File: config.mk
export PLATFORM = sky130hd
export DESIGN_NAME = multi_rate_software_timer_bank_flat
export DESIGN_NICKNAME = d
export VERILOG_FILES = /design/src/rtl/core/tmb_pkg.sv /design/src/rtl/core/tmb_in_if.sv /design/src/rtl/core/tmb_out_if.sv /design/src/rtl/core/multi_rate_software_timer_bank.sv /design/src/rtl/core/tmb_slot_store.sv /design/src/rtl/core/tmb_slot_eval.sv /design/src/flat_wrapper.sv
export SDC_FILE = /design/constraint.sdc
export NUM_CORES = 1
export LEC_CHECK = 0
export BUFFER_PORTS_ARGS = -buffer_cell sky130_fd_sc_hd__buf_2
export CORE_UTILIZATION = 30
export CTS_CLUSTER_DIAMETER = 120
export DETAILED_ROUTE_END_ITERATION = 10
export PLACE_DENSITY_LB_ADDON = 0.3
export SYNTH_ARGS = -nofsm -noshare
export SYNTH_HDL_FRONTEND = slang
export SYNTH_HIERARCHICAL = 1
export SYNTH_SLANG_ARGS = --single-unit
export TNS_END_PERCENT = 5
File: constraint.sdc
create_clock -name clk -period 5 [get_ports clk]
set_clock_uncertainty 0.15 [all_clocks]
set_input_delay 0.5 -clock clk [delete_from_list [all_inputs] [get_ports clk]]
set_output_delay 0.5 -clock clk [all_outputs]
set_load 0.01 [all_outputs]
File: src/rtl/core/tmb_pkg.sv
// Timer bank package: opcodes, sequencer states, slot evaluation flags.
// No dependencies; used by every other file of the timer bank but tmb_slot_store.
`default_nettype none

package tmb_pkg;

  localparam int SLOT_FIELD_W  = 4;
  localparam int RATE_FIELD_W  = 2;
  localparam int COUNT_FIELD_W = 16;
  localparam int OP_W          = 2;

  typedef enum logic [OP_W-1:0] {
    OP_TICK   = 2'd0,
    OP_ARM    = 2'd1,
    OP_DISARM = 2'd2
  } op_t;

  typedef enum logic [1:0] {
    ST_IDLE,
    ST_WALK,
    ST_FLUSH
  } state_t;

  // Outcome of visiting one slot during a tick walk
  typedef struct packed {
    logic hit;          // armed and in the ticked rate group
    logic drop;         // count already zero: disarm silently
    logic expire;       // count reaches zero on this tick
    logic periodic;     // nonzero reload interval
    logic write_count;  // countdown changes
    logic clear_armed;  // slot leaves the armed set
  } eval_t;

endpackage

`default_nettype wire

File: src/rtl/core/tmb_in_if.sv
// Input channel of the timer bank: valid/ready plus one operation item.
// Depends on tmb_pkg for field widths.
`default_nettype none

interface tmb_in_if;
  logic                                valid;
  logic                                ready;
  logic [tmb_pkg::OP_W-1:0]            opcode;
  logic [tmb_pkg::SLOT_FIELD_W-1:0]    slot_index;
  logic [tmb_pkg::RATE_FIELD_W-1:0]    rate_index;
  logic [tmb_pkg::COUNT_FIELD_W-1:0]   start_count;
  logic [tmb_pkg::COUNT_FIELD_W-1:0]   reload_interval;

  modport source (output valid, opcode, slot_index, rate_index, start_count,
                  reload_interval, input ready);
  modport sink   (input valid, opcode, slot_index, rate_index, start_count,
                  reload_interval, output ready);
endinterface

`default_nettype wire

File: src/rtl/core/tmb_out_if.sv
// Output channel of the timer bank: valid/ready plus one expiry item.
// Depends on tmb_pkg for field widths.
`default_nettype none

interface tmb_out_if;
  logic                             valid;
  logic                             ready;
  logic [tmb_pkg::SLOT_FIELD_W-1:0] expired_slot;
  logic                             was_periodic;
  logic                             last_expiry;

  modport source (output valid, expired_slot, was_periodic, last_expiry,
                  input ready);
  modport sink   (input valid, expired_slot, was_periodic, last_expiry,
                  output ready);
endinterface

`default_nettype wire

File: src/rtl/core/multi_rate_software_timer_bank.sv
// Timer bank with several tick rates: sequencer, result holding and output register.
// Depends on tmb_pkg, tmb_in_if, tmb_out_if, tmb_slot_store, tmb_slot_eval.
//
// Usage: in_ch carries one operation per item: arm a slot (count, interval,
// rate), disarm a slot, or tick one rate group. out_ch carries one item per
// expiry: slot index, whether it reloaded, and a flag on the last expiry of
// the tick. Arm and disarm give no output.
// A tick walks the slot table one slot per cycle, pausing while a held
// expiry waits for the output register to be taken, through the table RAM's
// single read port and the shared decrement/compare unit; in_ch stays not
// ready from the tick until the walk and its final flush are done.
// Expiries come out in ascending slot order; one expiry is held back until
// the next one (or the end of the walk) shows whether it is the last.
// When out_ch stalls the walk pauses on the slot that needs to emit; no
// item is lost. The output register lets the next operation be accepted
// while the final expiry of a tick still waits to be taken.
// Reset (synchronous, rst high) disarms all slots and empties the output;
// the count/interval RAM needs no clearing since data of unarmed slots is never used.
`default_nettype none

module multi_rate_software_timer_bank #(
  parameter int TIMER_SLOTS = 16,
  parameter int RATE_GROUPS = 4,
  parameter int COUNT_BITS  = 16
) (
  input  logic            clk,
  input  logic            rst,
  tmb_in_if.sink          in_ch,
  tmb_out_if.source       out_ch
);

  localparam int SLOT_W = (TIMER_SLOTS > 1) ? $clog2(TIMER_SLOTS) : 1;
  localparam int IDX_W  = $clog2(TIMER_SLOTS + 1);
  localparam int RATE_W = tmb_pkg::RATE_FIELD_W;
  localparam int OUT_W  = tmb_pkg::SLOT_FIELD_W;

  tmb_pkg::state_t state, state_next;

  logic [IDX_W-1:0]  rd_idx;
  logic              ev_valid;
  logic [SLOT_W-1:0] ev_idx;
  logic [RATE_W-1:0] tick_rate;
  logic              pend_valid;
  logic [OUT_W-1:0]  pend_slot;
  logic              pend_periodic;
  logic              out_valid;
  logic [OUT_W-1:0]  out_slot;
  logic              out_periodic;
  logic              out_last;

  logic              in_ready;
  logic              accept;
  logic              slot_ok;
  logic              rate_ok;
  logic [7:0]        slot_ext;
  logic [7:0]        ev_ext;
  logic [31:0]       start_ext;
  logic [31:0]       reload_ext;
  logic [SLOT_W-1:0] in_slot;
  logic              is_arm;
  logic              is_disarm;
  logic              is_tick;
  logic              can_emit;
  logic              emit_hit;
  logic              stall;
  logic              advance;
  logic              walk_done;
  logic              push_mid;
  logic              push_last;

  logic                  st_we;
  logic [SLOT_W-1:0]     st_waddr;
  logic [COUNT_BITS-1:0] st_wcount;
  logic [SLOT_W-1:0]     st_raddr;
  logic [COUNT_BITS-1:0] st_rcount;
  logic [COUNT_BITS-1:0] st_rinterval;
  logic [RATE_W-1:0]     st_rrate;
  logic                  st_clr_en;
  logic [SLOT_W-1:0]     st_clr_addr;
  logic                  st_armed;

  tmb_pkg::eval_t        ev;
  logic [COUNT_BITS-1:0] ev_new_count;

  // input decode, walk control and slot store control
  always_comb begin
    in_ready   = (state == tmb_pkg::ST_IDLE);
    accept     = in_ch.valid && in_ready;
    slot_ext   = 8'(in_ch.slot_index);
    ev_ext     = 8'(ev_idx);
    start_ext  = 32'(in_ch.start_count);
    reload_ext = 32'(in_ch.reload_interval);
    in_slot    = slot_ext[SLOT_W-1:0];
    slot_ok    = 32'(in_ch.slot_index) < TIMER_SLOTS;
    rate_ok    = 32'(in_ch.rate_index) < RATE_GROUPS;

    is_arm    = 1'b0;
    is_disarm = 1'b0;
    is_tick   = 1'b0;
    if (accept) begin
      case (in_ch.opcode)
        tmb_pkg::OP_ARM:    is_arm    = slot_ok && rate_ok;
        tmb_pkg::OP_DISARM: is_disarm = slot_ok;
        tmb_pkg::OP_TICK:   is_tick   = rate_ok;
        default: ;
      endcase
    end

    can_emit  = !out_valid || out_ch.ready;
    emit_hit  = ev_valid && ev.expire;
    // a second expiry cannot proceed while the held one has nowhere to go
    stall     = emit_hit && pend_valid && !can_emit;
    advance   = ev_valid && !stall;
    walk_done = (state == tmb_pkg::ST_WALK) && (rd_idx == IDX_W'(TIMER_SLOTS)) && !stall;
    push_mid  = emit_hit && !stall && pend_valid;
    push_last = (state == tmb_pkg::ST_FLUSH) && pend_valid && can_emit;

    st_we       = is_arm || (advance && ev.write_count);
    st_waddr    = is_arm ? in_slot : ev_idx;
    st_wcount   = is_arm ? start_ext[COUNT_BITS-1:0] : ev_new_count;
    // on a stall re-read the slot under evaluation so its data stays put
    st_raddr    = stall ? ev_idx : rd_idx[SLOT_W-1:0];
    st_clr_en   = is_disarm || (advance && ev.clear_armed);
    st_clr_addr = is_disarm ? in_slot : ev_idx;
  end

  // next state
  always_comb begin
    state_next = state;
    unique case (state)
      tmb_pkg::ST_IDLE:  if (is_tick) state_next = tmb_pkg::ST_WALK;
      tmb_pkg::ST_WALK:  if (walk_done) state_next = tmb_pkg::ST_FLUSH;
      tmb_pkg::ST_FLUSH: if (!pend_valid || can_emit) state_next = tmb_pkg::ST_IDLE;
      default:           state_next = tmb_pkg::ST_IDLE;
    endcase
  end

  always_ff @(posedge clk) begin
    if (rst) begin
      state      <= tmb_pkg::ST_IDLE;
      rd_idx     <= '0;
      ev_valid   <= 1'b0;
      pend_valid <= 1'b0;
      out_valid  <= 1'b0;
    end else begin
      state <= state_next;

      if (is_tick) begin
        rd_idx   <= '0;
        ev_valid <= 1'b0;
      end else if (state == tmb_pkg::ST_WALK && !stall) begin
        if (rd_idx != IDX_W'(TIMER_SLOTS)) begin
          ev_valid <= 1'b1;
          rd_idx   <= IDX_W'(rd_idx + 1'b1);
        end else begin
          ev_valid <= 1'b0;
        end
      end

      if (emit_hit && !stall) begin
        pend_valid <= 1'b1;
      end else if (push_last) begin
        pend_valid <= 1'b0;
      end

      if (push_mid || push_last) begin
        out_valid <= 1'b1;
      end else if (out_ch.ready) begin
        out_valid <= 1'b0;
      end
    end
  end

  always_ff @(posedge clk) begin
    if (is_tick) tick_rate <= in_ch.rate_index;
    if (state == tmb_pkg::ST_WALK && !stall) ev_idx <= rd_idx[SLOT_W-1:0];
    if (emit_hit && !stall) begin
      pend_slot     <= ev_ext[OUT_W-1:0];
      pend_periodic <= ev.periodic;
    end
    if (push_mid || push_last) begin
      out_slot     <= pend_slot;
      out_periodic <= pend_periodic;
      out_last     <= push_last;
    end
  end

  tmb_slot_store #(
    .TIMER_SLOTS (TIMER_SLOTS),
    .COUNT_BITS  (COUNT_BITS),
    .RATE_BITS   (RATE_W)
  ) u_store (
    .clk       (clk),
    .rst       (rst),
    .we        (st_we),
    .we_full   (is_arm),
    .waddr     (st_waddr),
    .wcount    (st_wcount),
    .winterval (reload_ext[COUNT_BITS-1:0]),
    .wrate     (in_ch.rate_index),
    .raddr     (st_raddr),
    .rcount    (st_rcount),
    .rinterval (st_rinterval),
    .rrate     (st_rrate),
    .clr_en    (st_clr_en),
    .clr_addr  (st_clr_addr),
    .chk_addr  (ev_idx),
    .armed_bit (st_armed)
  );

  tmb_slot_eval #(
    .COUNT_BITS (COUNT_BITS)
  ) u_eval (
    .armed      (st_armed),
    .rate_match (st_rrate == tick_rate),
    .count      (st_rcount),
    .interval   (st_rinterval),
    .ev         (ev),
    .new_count  (ev_new_count)
  );

  assign in_ch.ready         = in_ready;
  assign out_ch.valid        = out_valid;
  assign out_ch.expired_slot = out_slot;
  assign out_ch.was_periodic = out_periodic;
  assign out_ch.last_expiry  = out_last;

`ifndef SYNTHESIS
  a_idle_no_pending: assert property (@(posedge clk) disable iff (rst)
    (state == tmb_pkg::ST_IDLE) |-> !pend_valid)
    else $error("held expiry left over after tick walk");

  a_last_ends_tick: assert property (@(posedge clk) disable iff (rst)
    push_last |=> (state == tmb_pkg::ST_IDLE) && out_valid && out_last)
    else $error("final expiry did not close the tick");

  a_stall_holds_slot: assert property (@(posedge clk) disable iff (rst)
    stall |=> ev_valid && (ev_idx == $past(ev_idx)) && (state == tmb_pkg::ST_WALK))
    else $error("walk moved past a stalled expiry");
`endif

endmodule

`default_nettype wire

File: src/rtl/core/tmb_slot_store.sv
// Slot table of the timer bank: count/interval/rate RAM with registered read,
// plus armed flags in flops. No package dependencies.
`default_nettype none

module tmb_slot_store #(
  parameter int TIMER_SLOTS = 16,
  parameter int COUNT_BITS  = 16,
  parameter int RATE_BITS   = 2
) (
  input  logic                                   clk,
  input  logic                                   rst,
  input  logic                                   we,
  input  logic                                   we_full,
  input  logic [((TIMER_SLOTS > 1) ? $clog2(TIMER_SLOTS) : 1)-1:0] waddr,
  input  logic [COUNT_BITS-1:0]                  wcount,
  input  logic [COUNT_BITS-1:0]                  winterval,
  input  logic [RATE_BITS-1:0]                   wrate,
  input  logic [((TIMER_SLOTS > 1) ? $clog2(TIMER_SLOTS) : 1)-1:0] raddr,
  output logic [COUNT_BITS-1:0]                  rcount,
  output logic [COUNT_BITS-1:0]                  rinterval,
  output logic [RATE_BITS-1:0]                   rrate,
  input  logic                                   clr_en,
  input  logic [((TIMER_SLOTS > 1) ? $clog2(TIMER_SLOTS) : 1)-1:0] clr_addr,
  input  logic [((TIMER_SLOTS > 1) ? $clog2(TIMER_SLOTS) : 1)-1:0] chk_addr,
  output logic                                   armed_bit
);

  logic [COUNT_BITS-1:0] count_mem    [TIMER_SLOTS];
  logic [COUNT_BITS-1:0] interval_mem [TIMER_SLOTS];
  logic [RATE_BITS-1:0]  rate_mem     [TIMER_SLOTS];
  logic [TIMER_SLOTS-1:0] armed;

  always_ff @(posedge clk) begin
    if (we) begin
      count_mem[waddr] <= wcount;
      if (we_full) begin
        interval_mem[waddr] <= winterval;
        rate_mem[waddr]     <= wrate;
      end
    end
    rcount    <= count_mem[raddr];
    rinterval <= interval_mem[raddr];
    rrate     <= rate_mem[raddr];
  end

  // arm sets through the full write; clears come from disarm or the walk
  always_ff @(posedge clk) begin
    if (rst) begin
      armed <= '0;
    end else begin
      if (we && we_full) armed[waddr] <= 1'b1;
      if (clr_en) armed[clr_addr] <= 1'b0;
    end
  end

  assign armed_bit = armed[chk_addr];

endmodule

`default_nettype wire

File: src/rtl/core/tmb_slot_eval.sv
// Shared decrement/compare unit: decides what happens to one visited slot.
// Depends on tmb_pkg (eval_t).
`default_nettype none

module tmb_slot_eval #(
  parameter int COUNT_BITS = 16
) (
  input  logic                  armed,
  input  logic                  rate_match,
  input  logic [COUNT_BITS-1:0] count,
  input  logic [COUNT_BITS-1:0] interval,
  output tmb_pkg::eval_t        ev,
  output logic [COUNT_BITS-1:0] new_count
);

  logic [COUNT_BITS-1:0] dec;
  logic                  hit;
  logic                  is_zero;
  logic                  reaches_zero;
  logic                  periodic;

  always_comb begin
    dec          = count - COUNT_BITS'(1);
    hit          = armed && rate_match;
    is_zero      = (count == '0);
    reaches_zero = !is_zero && (dec == '0);
    periodic     = (interval != '0);

    ev.hit         = hit;
    ev.drop        = hit && is_zero;
    ev.expire      = hit && reaches_zero;
    ev.periodic    = periodic;
    ev.write_count = hit && !is_zero;
    ev.clear_armed = hit && (is_zero || (reaches_zero && !periodic));

    new_count = (reaches_zero && periodic) ? interval : dec;
  end

endmodule

`default_nettype wire
File: src/flat_wrapper.sv
// flat-port wrapper written by rule: the top's interface ports become plain ports
module multi_rate_software_timer_bank_flat 
#(
  parameter int TIMER_SLOTS = 16,
  parameter int RATE_GROUPS = 4,
  parameter int COUNT_BITS  = 16
)
  (clk, rst, in_ch_valid, in_ch_opcode, in_ch_slot_index, in_ch_rate_index, in_ch_start_count, in_ch_reload_interval, in_ch_ready, out_ch_valid, out_ch_expired_slot, out_ch_was_periodic, out_ch_last_expiry, out_ch_ready);
  tmb_in_if in_ch_i ();
  tmb_out_if out_ch_i ();
  input  logic clk;
  input  logic rst;
  input wire logic [$bits(in_ch_i.valid)-1:0] in_ch_valid;
  input wire logic [$bits(in_ch_i.opcode)-1:0] in_ch_opcode;
  input wire logic [$bits(in_ch_i.slot_index)-1:0] in_ch_slot_index;
  input wire logic [$bits(in_ch_i.rate_index)-1:0] in_ch_rate_index;
  input wire logic [$bits(in_ch_i.start_count)-1:0] in_ch_start_count;
  input wire logic [$bits(in_ch_i.reload_interval)-1:0] in_ch_reload_interval;
  output wire logic [$bits(in_ch_i.ready)-1:0] in_ch_ready;
  output wire logic [$bits(out_ch_i.valid)-1:0] out_ch_valid;
  output wire logic [$bits(out_ch_i.expired_slot)-1:0] out_ch_expired_slot;
  output wire logic [$bits(out_ch_i.was_periodic)-1:0] out_ch_was_periodic;
  output wire logic [$bits(out_ch_i.last_expiry)-1:0] out_ch_last_expiry;
  input wire logic [$bits(out_ch_i.ready)-1:0] out_ch_ready;
  assign in_ch_i.valid = in_ch_valid;
  assign in_ch_i.opcode = in_ch_opcode;
  assign in_ch_i.slot_index = in_ch_slot_index;
  assign in_ch_i.rate_index = in_ch_rate_index;
  assign in_ch_i.start_count = in_ch_start_count;
  assign in_ch_i.reload_interval = in_ch_reload_interval;
  assign in_ch_ready = in_ch_i.ready;
  assign out_ch_valid = out_ch_i.valid;
  assign out_ch_expired_slot = out_ch_i.expired_slot;
  assign out_ch_was_periodic = out_ch_i.was_periodic;
  assign out_ch_last_expiry = out_ch_i.last_expiry;
  assign out_ch_i.ready = out_ch_ready;
  multi_rate_software_timer_bank #(.TIMER_SLOTS(TIMER_SLOTS), .RATE_GROUPS(RATE_GROUPS), .COUNT_BITS(COUNT_BITS)) u_core (.clk(clk), .rst(rst), .in_ch(in_ch_i), .out_ch(out_ch_i));
endmodule
==> impl_results.md <==
* Status: completed
* Fillers at 7,466
* Max-cap violations at 0
* Commonest non-fill, non-tap cell in the layout: edfxtp_1
* Syn_area_per_cell at between 15 and 20 µm²
* Final hold vios at 0
* First-pass GRT wire length at approximately 85,000 µm
* Design Area, Final at around 0.028 mm²
* Row cnt at a little over 100
* Maximum number of pins on one net before global-route repair at 60
* Cell repeated most along the worst path: nand2_1
* Worst hold path depth at 1
* RSZ-0062 raised after global routing: false
* Worst-skew pair later-pin latency at around 0.63 ns
* Top delay family on crit path: simple AND/OR/NAND/NOR gates
* DR WL/cell at 23.5 µm
* Die area at between 0.08 and 0.09 mm²
* Synth warn at 6
* CTS sink count at 621
* Design Power at around 11,000 µW
* Final max-slew violation count at 0
* Drt drc at 0
* Max Clk Rate at between 200 and 250 MHz
* Crit end category: register
* Ant diodes at 0
* Antenna-violating nets left at 0
* Reg clk slew, reported paths at 0.07 ns
* Global placer's final weighted congestion at 0.811
* DP HPWL at 36,400 µm
* Max VDD drop at 0.263 mV
* WP data required at 5.41 ns
* Crit path cell chain: or4_4 > nand4b_4 > or4b_1 > and2_1 > nor4b_2 > nand2_1 > nor3_1 > buf_4 > o21ai_0 > and2_2 > a22oi_1 > nand2_1
* Crit-path max cell delay at around 0.96 ns
* Via count at 12,100
* Top Ports at 52
* Storage cell area at 0.0180 mm²
* GRT overflow at 0
* Setup TNS at 0 ns
* DRT Wirelength at about 58,000 µm
* Slowest CP cell: and2_2
* CTS tree: yes
* Post-Synthesis Cell Area at about 0.024 mm²
* Worst Path Buf+Inv at 1
* Root Buffer: clkbuf_16
* Die height at about 290 µm
* Worst slew pin tran at 1.01 ns
* Vias in the first global route at between 10,000 and 15,000
* Layout area overhead at 17.1%
* Initial core utilization at 0.305
* DRT Pass-1 Iters at 5
* Commonest cells after routing, fill and taps aside: edfxtp_1, mux4_2, a22oi_1
* # hold bufs at CTS at 0
* Kind of critical path: register to register
* Mapped Cells at roughly 1,200
* Port bufs at just over 50
* Tmin final at ~4.7 ns
* Leakage at a little under 0.009 µW
* CTS resizes at 0
* Core area at slightly below 0.08 mm²
* Hold Path End: u_core/u_store/interval_mem[8][14]$_DFFE_PP_
* HP Class: input pin to register
* GRT Total Usage at 0.141
* NumNets Final at between 1,000 and 1,500
* FF-to-FF setup slack at 0.31 ns
* Die Width at between 200 and 300 µm
* DRT iter0 DRCs at roughly 1,000
* Placed inst area at 0.0263 mm²
* Max Buffers Root-to-Sink at 3
* Num CTS Buffers at 61
* CTS H-tree lvls at 2
* Syn_nets at 1,280
* Crit path max fanout at 34
* Tcrit/Tclk final at 0.937
* Reg-to-reg endpoint: u_core/u_store/rcount[4]$_DFF_P_
* Final setup violation count at 0
* Worst endpoint data arrival time at around 5.1 ns
* Worst setup SP type: register
* Pwr per Cell Area at between 300 and 400 mW/mm²
* Multi-input combinational cell area at roughly 0.006 mm²
* Vias/cell at 4.95
* Cells on worst reg2reg path at 12
* Post-CTS Setup Bufs at 0
* Worst slew margin at 0.329
* Initial antenna violation count at 2
* RR Startpoint: u_core/u_store/rcount[8]$_DFF_P_
* Share of cells above drive strength 1 at 0.304
* Hold Path Origin: in_ch_reload_interval[14]
==> per-stage QoR <==
step / instances / setup slack (ns) / hold WS, ns / util
finish: 2451 / 0.313 / 0.0998 / 0.357
detailed placement: 2337 / 0.175 / 0.262 / 0.331
global route: 2451 / 0.0402 / 0.0895 / 0.357
floorplan: 1231 / 0.114 / 0.250 / -
global placement: 2337 / 0.165 / 0.260 / 0.331
CTS: 2451 / 0.135 / 0.0611 / 0.357
==> registers in the layout, summed over array words and instances (netlist names), 4 cells and up <==
signal	count
u_core/u_store/count_mem	256
u_core/u_store/interval_mem	256
u_core/u_store/rate_mem	32
u_core/u_store/armed	16
u_core/u_store/rcount	16
u_core/u_store/rinterval	16
u_core/rd_idx	5
u_core/ev_idx	4
u_core/out_ch.expired_slot	4
u_core/pend_slot	4
==> worst max path at each step <==
stage                                      from                                       end  slack [ns]  cells past startpoint
6_report       u_core/u_store/rcount[8]$_DFF_P_          u_core/u_store/rcount[4]$_DFF_P_        0.31                     12
5_1_grt        u_core/u_store/rcount[8]$_DFF_P_         u_core/u_store/rcount[12]$_DFF_P_        0.04                     12
4_1_cts        u_core/u_store/rcount[0]$_DFF_P_          u_core/u_store/rcount[4]$_DFF_P_        0.13                     15
3_5_place_dp   u_core/u_store/rcount[0]$_DFF_P_          u_core/u_store/rcount[4]$_DFF_P_        0.18                     15
3_3_place_gp   u_core/u_store/rcount[0]$_DFF_P_          u_core/u_store/rcount[8]$_DFF_P_        0.17                     15
2_1_floorplan  u_core/u_store/rcount[8]$_DFF_P_  u_core/u_store/count_mem[0][0]$_DFFE_PP_        0.11                     12
==> per-layer routing <==
layer,wire length (µm),track usage,vias to the layer above
li1,-,-,5291
met1,26300,0.198,6466
met2,27400,0.227,283
met3,2580,0.0227,77
met4,1190,0.0366,4
met5,31,0,-
==> power breakdown <==
part / switching (µW) / internal, µW / leakage [µW]
clock network: 1950 / 2700 / 0.00100
logic: 225 / 155 / 0.00237
registers: 25.0 / 5690 / 0.00554
total: 2200 / 8550 / 0.00892
==> cell type report <==
cell class,instances,area share
clock buffer,74,0.0566
tap,1050,0.0463
multi-input combinational,525,0.209
clock inverter,40,0.0156
timing repair buffer,119,0.0336
inverter,22,0.00291
sequential,621,0.636
No activity file was read; power rests on OpenSTA's default activity.
